**src/design/ggiw_pkg.sv**
```systemverilog
package ggiw_pkg;

  localparam int CELLS_ACROSS_DEF = 16;
  localparam int CELLS_DOWN_DEF   = 16;

  localparam int CFG_IDX_W  = 2;
  localparam int CFG_DATA_W = 13;

  localparam logic [CFG_IDX_W-1:0] CFG_CELL_WIDTH  = 2'd0;
  localparam logic [CFG_IDX_W-1:0] CFG_CELL_HEIGHT = 2'd1;
  localparam logic [CFG_IDX_W-1:0] CFG_ROW_LENGTH  = 2'd2;

  localparam logic [8:0]  CELL_SIZE_RST  = 9'd8;
  localparam logic [12:0] ROW_LENGTH_RST = 13'd128;

  // one cell column's ink record
  typedef struct packed {
    logic       seen;
    logic [7:0] left;
    logic [7:0] right;
  } ink_rec_t;

  // broadcast control for the cell chain
  typedef struct packed {
    logic       shift;
    logic       clear;
    logic       ink;
    logic [7:0] x;
  } cell_ctl_t;

  // raster position status
  typedef struct packed {
    logic [7:0] x;
    logic       live;
    logic       band_live;
    logic       band_end;
  } pos_t;

  function automatic logic [8:0] clamp_cell(input logic [8:0] v);
    logic [8:0] r;
    r = v;
    if (v == 9'd0) r = 9'd1;
    else if (v > 9'd256) r = 9'd256;
    return r;
  endfunction

  function automatic logic [12:0] clamp_row(input logic [12:0] v);
    logic [12:0] r;
    r = v;
    if (v == 13'd0) r = 13'd1;
    else if (v > 13'd4096) r = 13'd4096;
    return r;
  endfunction

endpackage

```
**src/design/ggiw_cell.sv**
```systemverilog
module ggiw_cell (
  input  logic                clk,
  input  logic                rst_n,
  input  ggiw_pkg::cell_ctl_t ctl,
  input  logic                hit,
  input  ggiw_pkg::ink_rec_t  nb_in,
  output ggiw_pkg::ink_rec_t  rec
);

  ggiw_pkg::ink_rec_t rec_r, rec_nxt;

  always_comb begin
    rec_nxt = rec_r;
    if (ctl.clear) begin
      rec_nxt = '0;
    end else if (ctl.shift) begin
      rec_nxt = nb_in;
    end else if (ctl.ink && hit) begin
      if (!rec_r.seen) begin
        rec_nxt.seen  = 1'b1;
        rec_nxt.left  = ctl.x;
        rec_nxt.right = ctl.x;
      end else begin
        if (ctl.x < rec_r.left)  rec_nxt.left  = ctl.x;
        if (ctl.x > rec_r.right) rec_nxt.right = ctl.x;
      end
    end
  end

  always_ff @(posedge clk) begin
    if (!rst_n) begin
      rec_r.seen <= 1'b0;
    end else begin
      rec_r.seen <= rec_nxt.seen;
    end
    rec_r.left  <= rec_nxt.left;
    rec_r.right <= rec_nxt.right;
  end

  assign rec = rec_r;

endmodule

```
**src/design/ggiw_pos.sv**
```systemverilog
module ggiw_pos #(
  parameter int CELLS_ACROSS = ggiw_pkg::CELLS_ACROSS_DEF,
  parameter int CELLS_DOWN   = ggiw_pkg::CELLS_DOWN_DEF,
  localparam int CCW = $clog2(CELLS_ACROSS + 1),
  localparam int BW  = $clog2(CELLS_DOWN + 1)
) (
  input  logic             clk,
  input  logic             rst_n,
  input  logic             step,
  input  logic [8:0]       cw,
  input  logic [8:0]       ch,
  input  logic [12:0]      rl,
  output ggiw_pkg::pos_t   pos,
  output logic [CCW-1:0]   cell_col,
  output logic [BW-1:0]    band
);

  logic [11:0]    pc_r, pc_nxt;
  logic [7:0]     prc_r, prc_nxt;
  logic [7:0]     cic_r, cic_nxt;
  logic [CCW-1:0] col_r, col_nxt;
  logic [BW-1:0]  band_r, band_nxt;

  logic [8:0]  cic_inc;
  logic [8:0]  prc_inc;
  logic [12:0] pc_inc;
  logic        col_live;
  logic        band_live;
  logic        row_end;

  assign cic_inc   = {1'b0, cic_r} + 9'd1;
  assign prc_inc   = {1'b0, prc_r} + 9'd1;
  assign pc_inc    = {1'b0, pc_r} + 13'd1;
  assign col_live  = col_r < CCW'(CELLS_ACROSS);
  assign band_live = band_r < BW'(CELLS_DOWN);
  assign row_end   = pc_inc >= rl;

  always_comb begin
    pc_nxt   = pc_r;
    prc_nxt  = prc_r;
    cic_nxt  = cic_r;
    col_nxt  = col_r;
    band_nxt = band_r;
    if (step) begin
      if (cic_inc >= cw) begin
        cic_nxt = 8'd0;
        if (col_live) col_nxt = col_r + CCW'(1);
      end else begin
        cic_nxt = cic_inc[7:0];
      end
      if (row_end) begin
        pc_nxt  = 12'd0;
        cic_nxt = 8'd0;
        col_nxt = '0;
        if (prc_inc >= ch) begin
          prc_nxt = 8'd0;
          if (band_live) band_nxt = band_r + BW'(1);
        end else begin
          prc_nxt = prc_inc[7:0];
        end
      end else begin
        pc_nxt = pc_inc[11:0];
      end
    end
  end

  always_ff @(posedge clk) begin
    if (!rst_n) begin
      pc_r   <= '0;
      prc_r  <= '0;
      cic_r  <= '0;
      col_r  <= '0;
      band_r <= '0;
    end else begin
      pc_r   <= pc_nxt;
      prc_r  <= prc_nxt;
      cic_r  <= cic_nxt;
      col_r  <= col_nxt;
      band_r <= band_nxt;
    end
  end

  assign pos.x         = cic_r;
  assign pos.live      = col_live && band_live;
  assign pos.band_live = band_live;
  assign pos.band_end  = row_end && (prc_inc >= ch);
  assign cell_col      = col_r;
  assign band          = band_r;

endmodule

```
**src/design/glyph_grid_ink_width_top.sv**
```systemverilog
// Per-cell horizontal ink width of a glyph atlas. Pixels (first channel only) are taken one per
// cycle in raster order; a row of CELLS_ACROSS cells, one per cell column, tracks whether any
// nonzero sample fell in that column of the current band and its least and greatest x. After the
// last pixel of a band the input stalls while the records shift down the cell chain and leave
// from cell 0, one result per cycle with out_ready high, in glyph order; the shift leaves the
// chain cleared for the next band. Once CELLS_DOWN bands are done, further pixels are taken and
// ignored. The user must write configuration only while no transfer is in flight; the block
// itself does not enforce this.
module glyph_grid_ink_width_top #(
  parameter int CELLS_ACROSS = ggiw_pkg::CELLS_ACROSS_DEF,
  parameter int CELLS_DOWN   = ggiw_pkg::CELLS_DOWN_DEF
) (
  input  logic                            clk,
  input  logic                            rst_n,
  input  logic                            in_valid,
  output logic                            in_ready,
  input  logic [7:0]                      in_sample,
  output logic                            out_valid,
  input  logic                            out_ready,
  output logic [7:0]                      out_glyph_code,
  output logic [8:0]                      out_ink_width,
  output logic                            out_band_last,
  input  logic                            cfg_we,
  input  logic [ggiw_pkg::CFG_IDX_W-1:0]  cfg_index,
  input  logic [ggiw_pkg::CFG_DATA_W-1:0] cfg_data
);

  localparam int CCW = $clog2(CELLS_ACROSS + 1);
  localparam int BW  = $clog2(CELLS_DOWN + 1);
  localparam int DW  = (CELLS_ACROSS > 1) ? $clog2(CELLS_ACROSS) : 1;

  logic [8:0]  cw_r, ch_r;
  logic [12:0] rl_r;

  logic           drain_r, drain_nxt;
  logic [DW-1:0]  dcnt_r, dcnt_nxt;
  logic [7:0]     glyph_r, glyph_nxt;

  logic           step;
  logic           out_xfer;
  logic           last;
  ggiw_pkg::pos_t pos;
  logic [CCW-1:0] cell_col;
  logic [BW-1:0]  band;

  ggiw_pkg::cell_ctl_t ctl;
  ggiw_pkg::ink_rec_t  chain [CELLS_ACROSS+1];

  always_ff @(posedge clk) begin
    if (!rst_n) begin
      cw_r <= ggiw_pkg::CELL_SIZE_RST;
      ch_r <= ggiw_pkg::CELL_SIZE_RST;
      rl_r <= ggiw_pkg::ROW_LENGTH_RST;
    end else if (cfg_we) begin
      case (cfg_index)
        ggiw_pkg::CFG_CELL_WIDTH:  cw_r <= cfg_data[8:0];
        ggiw_pkg::CFG_CELL_HEIGHT: ch_r <= cfg_data[8:0];
        ggiw_pkg::CFG_ROW_LENGTH:  rl_r <= cfg_data;
        default: ;
      endcase
    end
  end

  assign in_ready = !drain_r;
  assign step     = in_valid && in_ready;
  assign out_xfer = out_valid && out_ready;
  assign last     = dcnt_r == DW'(CELLS_ACROSS - 1);

  ggiw_pos #(
    .CELLS_ACROSS(CELLS_ACROSS),
    .CELLS_DOWN  (CELLS_DOWN)
  ) u_pos (
    .clk     (clk),
    .rst_n   (rst_n),
    .step    (step),
    .cw      (ggiw_pkg::clamp_cell(cw_r)),
    .ch      (ggiw_pkg::clamp_cell(ch_r)),
    .rl      (ggiw_pkg::clamp_row(rl_r)),
    .pos     (pos),
    .cell_col(cell_col),
    .band    (band)
  );

  assign ctl.shift = out_xfer;
  assign ctl.clear = step && pos.band_end && !pos.band_live;
  assign ctl.ink   = step && pos.live && (in_sample != 8'd0);
  assign ctl.x     = pos.x;

  // records move toward cell 0; the far end fills with empty records
  assign chain[CELLS_ACROSS] = '0;

  for (genvar i = 0; i < CELLS_ACROSS; i++) begin : g_cell
    ggiw_cell u_cell (
      .clk  (clk),
      .rst_n(rst_n),
      .ctl  (ctl),
      .hit  (cell_col == CCW'(i)),
      .nb_in(chain[i+1]),
      .rec  (chain[i])
    );
  end

  always_comb begin
    drain_nxt = drain_r;
    dcnt_nxt  = dcnt_r;
    glyph_nxt = glyph_r;
    if (drain_r) begin
      if (out_xfer) begin
        glyph_nxt = glyph_r + 8'd1;
        if (last) begin
          drain_nxt = 1'b0;
          dcnt_nxt  = '0;
        end else begin
          dcnt_nxt = dcnt_r + DW'(1);
        end
      end
    end else if (step && pos.band_end && pos.band_live) begin
      drain_nxt = 1'b1;
      dcnt_nxt  = '0;
      glyph_nxt = 8'(int'(band) * CELLS_ACROSS);
    end
  end

  always_ff @(posedge clk) begin
    if (!rst_n) begin
      drain_r <= 1'b0;
      dcnt_r  <= '0;
    end else begin
      drain_r <= drain_nxt;
      dcnt_r  <= dcnt_nxt;
    end
    glyph_r <= glyph_nxt;
  end

  assign out_valid      = drain_r;
  assign out_glyph_code = glyph_r;
  assign out_ink_width  = chain[0].seen ?
                          ({1'b0, chain[0].right} - {1'b0, chain[0].left} + 9'd1) : 9'd0;
  assign out_band_last  = last;

endmodule

```
**config.mk**
```make
export PLATFORM = sky130hd
export DESIGN_NAME = glyph_grid_ink_width_top
export DESIGN_NICKNAME = d
export VERILOG_FILES = /design/src/design/ggiw_pkg.sv /design/src/design/ggiw_cell.sv /design/src/design/ggiw_pos.sv /design/src/design/glyph_grid_ink_width_top.sv
export SDC_FILE = /design/constraint.sdc
export NUM_CORES = 1
export LEC_CHECK = 0
export ABC_AREA = 1
export CORE_AREA = 2 2 163 229
export CTS_CLUSTER_DIAMETER = 40
export DETAILED_ROUTE_END_ITERATION = 10
export DIE_AREA = 0 0 165 231
export DONT_BUFFER_PORTS = 1
export PLACE_DENSITY = 0.86
export SYNTH_ARGS = -nofsm -noshare
export SYNTH_HDL_FRONTEND = slang
export SYNTH_SLANG_ARGS = --single-unit
```
**constraint.sdc**
```tcl
create_clock -name clk -period 4.11 [get_ports clk]
set_input_delay 0.6165 -clock clk [delete_from_list [all_inputs] [get_ports clk]]
set_output_delay 0.6165 -clock clk [all_outputs]
set_load 0.03 [all_outputs]
```
==> results.md <==
- Maxcap violations: 0
- Total clock sinks: 354
- Lkg Pwr: 10.39 nW
- Hold Crit Start: rst_n
- Setup crit end kind: output pin
- Vias/cell: 6.065
- Nets: 3,611
- Xor/xnor share of the synthesized area: 0.8336%
- Fillers: 2,933
- Pre-CTS WS: 0.7955 ns
- Setup_tns: 0 ns
- DR WL/cell: 17.50 um
- # resized after CTS: 0
- Die W: 165 um
- Synthesized area: 0.02311 mm^2
- Via count: 22,940
- Grt ovf: 0
- Drt pass-1 iters: 7
- Antenna viol nets, final: 0
- Synth area leaders: dfxtp_1 30%, ha_1 16%, nand2_1 12%
- Die Area: 0.03812 mm^2
- Core Area: 0.03624 mm^2
- Final WS setup: 0.4725 ns
- Clock Tree Buf Depth: 3
- Final wirelength: 66,190 um
- Clk pin slew, worst setup/hold paths: 0.06 ns
- # hold bufs at CTS: 0
- CP Cell Sequence: inv_1 > ha_1 > inv_1 > ha_1 > fa_1 > nand2_1 > nand2_1 > a21oi_1 > o21ai_0 > a21oi_1 > xor2_1 > nor2_1
- Clk Latency, worst-skew pair: 0.57 ns
- Clk root buf: clkbuf_16
- Compound-Gate Fraction of Synth Area: 17.11%
- Fin crit share: 88.50%
- Post-Syn Nets: 3,643
- Syn avg cell area: 6.969 um^2
- GP Congestion: 0.9186
- Area Growth Syn to Fin: 7.530%
- Critical Path Source Type: register
- Simple-gate share of the synthesized area: 25.42%
- ANT cells: 0
- Initial DRC count: 1,726
- Timing-limited maximum frequency: 274.9 MHz
- IO buf count: 0
- Maximum vdd drop: 0.0005636 V
- Total power per unit cell area: 350.1 mW/mm^2
- Setup violators final: 0
- First-pass GRT wire length: 106,300 um
- Synth Area in Adders: 16.16%
- CTS Buf Count: 43
- Max FO, Critical Path: 3
- Min Tclk post-route: 3.637 ns
- Synth area leader: dfxtp_1
- Worst Hold Class: in -> reg
- Initial antenna violation count: 0
- Most frequent cells in the layout: 724 x nand2_1, 399 x a21oi_1, 380 x inv_1, 339 x dfxtp_1
- Worst-margin pin slew: 1.000 ns
- Overall routing resource usage: 34.50%
- Critical Path Source: g_cell[0].u_cell.rec[1]
- Clock Skew: 0.03130 ns
- Share of layout cells above drive strength 1: 5.127%
- Slowest CP cell: nor2_1
- Rows: 83
- H-tree depth: 2
- Final hold violation count: 0
- Most common cell after layout, fill and taps aside: nand2_1
- Post-CTS setup buffer count: 0
- Top Ports: 48
- Initial core utilization: 63.78%
- Max_slew headroom: 33.31%
- Chip height: 231 um
- Synth cell types: 46
- Worst EP required: 3.49 ns
- Synth Warn #: 0
- CP arrival: 3.02 ns
- # DRC: 0
- Mux share of post-synthesis cell area: 0%
- Reg2reg path depth: 17
- Crit path largest cell delay: 0.45 ns
- Outcome: complete, no violations
- CTS tree: built
- Largest family of logic cells by synthesized area: simple AND/OR/NAND/NOR gates
- WHS Path Cells: 1
- Gate Count Post-Synth: 3,317
- Yosys reg bits: 354
- RSZ-0062 raised after global routing: no
- WS Path Type: reg -> out
- R2R Path Start: u_pos.pc_r[0]
- Register area share after synthesis: 31.01%
- DP Wirelength: 45,650 um
- Max Slew Vio Count: 0
- Vias in the first global route: 22,750
- Hold WS: 0.1544 ns
- Synth top area share: 29.97%
- Largest net degree at the start of global routing: 106
## worst max-delay path, delay by kind of cell (launching register included)
kind / cells / cell delay (ns)
fa+ha+maj: 3 / 0.91
simple gates: 3 / 0.59
compound gates: 3 / 0.46
flops: 1 / 0.33
buf+inv: 2 / 0.12
xor+xnor: 1 / 0.08
## metrics by stage
stage	area [um^2]	power (mW)	std cells	util, %
3_5_place_dp	23390	4.789	3707	64.55
5_1_grt	24860	8.983	3783	68.58
3_3_place_gp	23390	4.735	3707	64.55
4_1_cts	24860	8.682	3783	68.58
2_1_floorplan	23110	4.498	3317	-
6_report	24860	8.701	3783	68.58
## final timing paths
| path | slack [ns] | endpoint |
|---|---|---|
| worst max-delay path | 0.47 | out_ink_width[7] |
| worst min-delay path | 0.15 | cw_r[3] |
| worst max register to register | 0.74 | g_cell[9].u_cell.rec[11] |
| worst min register to register | 0.46 | g_cell[10].u_cell.rec[9] |
## layout make-up
| type | count | area, um^2 | share of cell area (%) |
|---|---|---|---|
| multi-input cells | 2451 | 13770 | 55.39 |
| flip-flops and latches | 354 | 7176 | 28.87 |
| inverters | 388 | 1464 | 5.890 |
| clock buffers | 54 | 1187 | 4.777 |
| well taps | 467 | 584.3 | 2.351 |
| repair buffers | 47 | 402.9 | 1.621 |
| clock inverters | 22 | 272.8 | 1.097 |
## cell usage after synthesis (all sizes together)
cell type,instances
buf,65
a31oi,1
and2,2
o22ai,16
nor4,7
fa,1
a21o,2
nand3,305
ha,297
o21ai,313
xnor2,3
xor2,19
a22oi,5
clkinv,3
or2,1
nand4,22
inv,385
a211oi,1
o21bai,1
nor3b,2
o31ai,1
a21oi,399
and3,2
nor2,253
nand2,749
clkbuf,59
nand3b,21
edfxtp,8
o21a,17
dfxtp,346
nor3,11
## flip-flops by register name, indices dropped and copies added (netlist names)
register           count
g_cell.u_cell.rec    272
u_pos.band             5
cw_r                   9
u_pos.pc_r            12
u_pos.cell_col         5
u_pos.prc_r            8
out_glyph_code         8
ch_r                   9
dcnt_r                 4
u_pos.cic_r            8
rl_r                  13
out_valid              1
## cell families after synthesis
| logic type | Yosys count |
|---|---|
| buf+inv | 512 |
| xor+xnor | 22 |
| flops | 354 |
| simple gates | 1375 |
| fa+ha+maj | 298 |
| compound gates | 756 |
## report_power, final
part	switching, mW	total, mW	internal (mW)	leakage, nW
combinational	0.702	1.07	0.368	6.78
sequential	0.103	3.68	3.58	2.89
clock	1.58	3.95	2.37	0.719
## metal layers
layer | routed length, um | global-route usage (%)
met1 | 24080 | 36.72
met2 | 31970 | 60.33
met3 | 4848 | 5.893
met4 | 5286 | 25.52
met5 | 0 | 0
No activity file was read; power rests on OpenSTA's default activity.
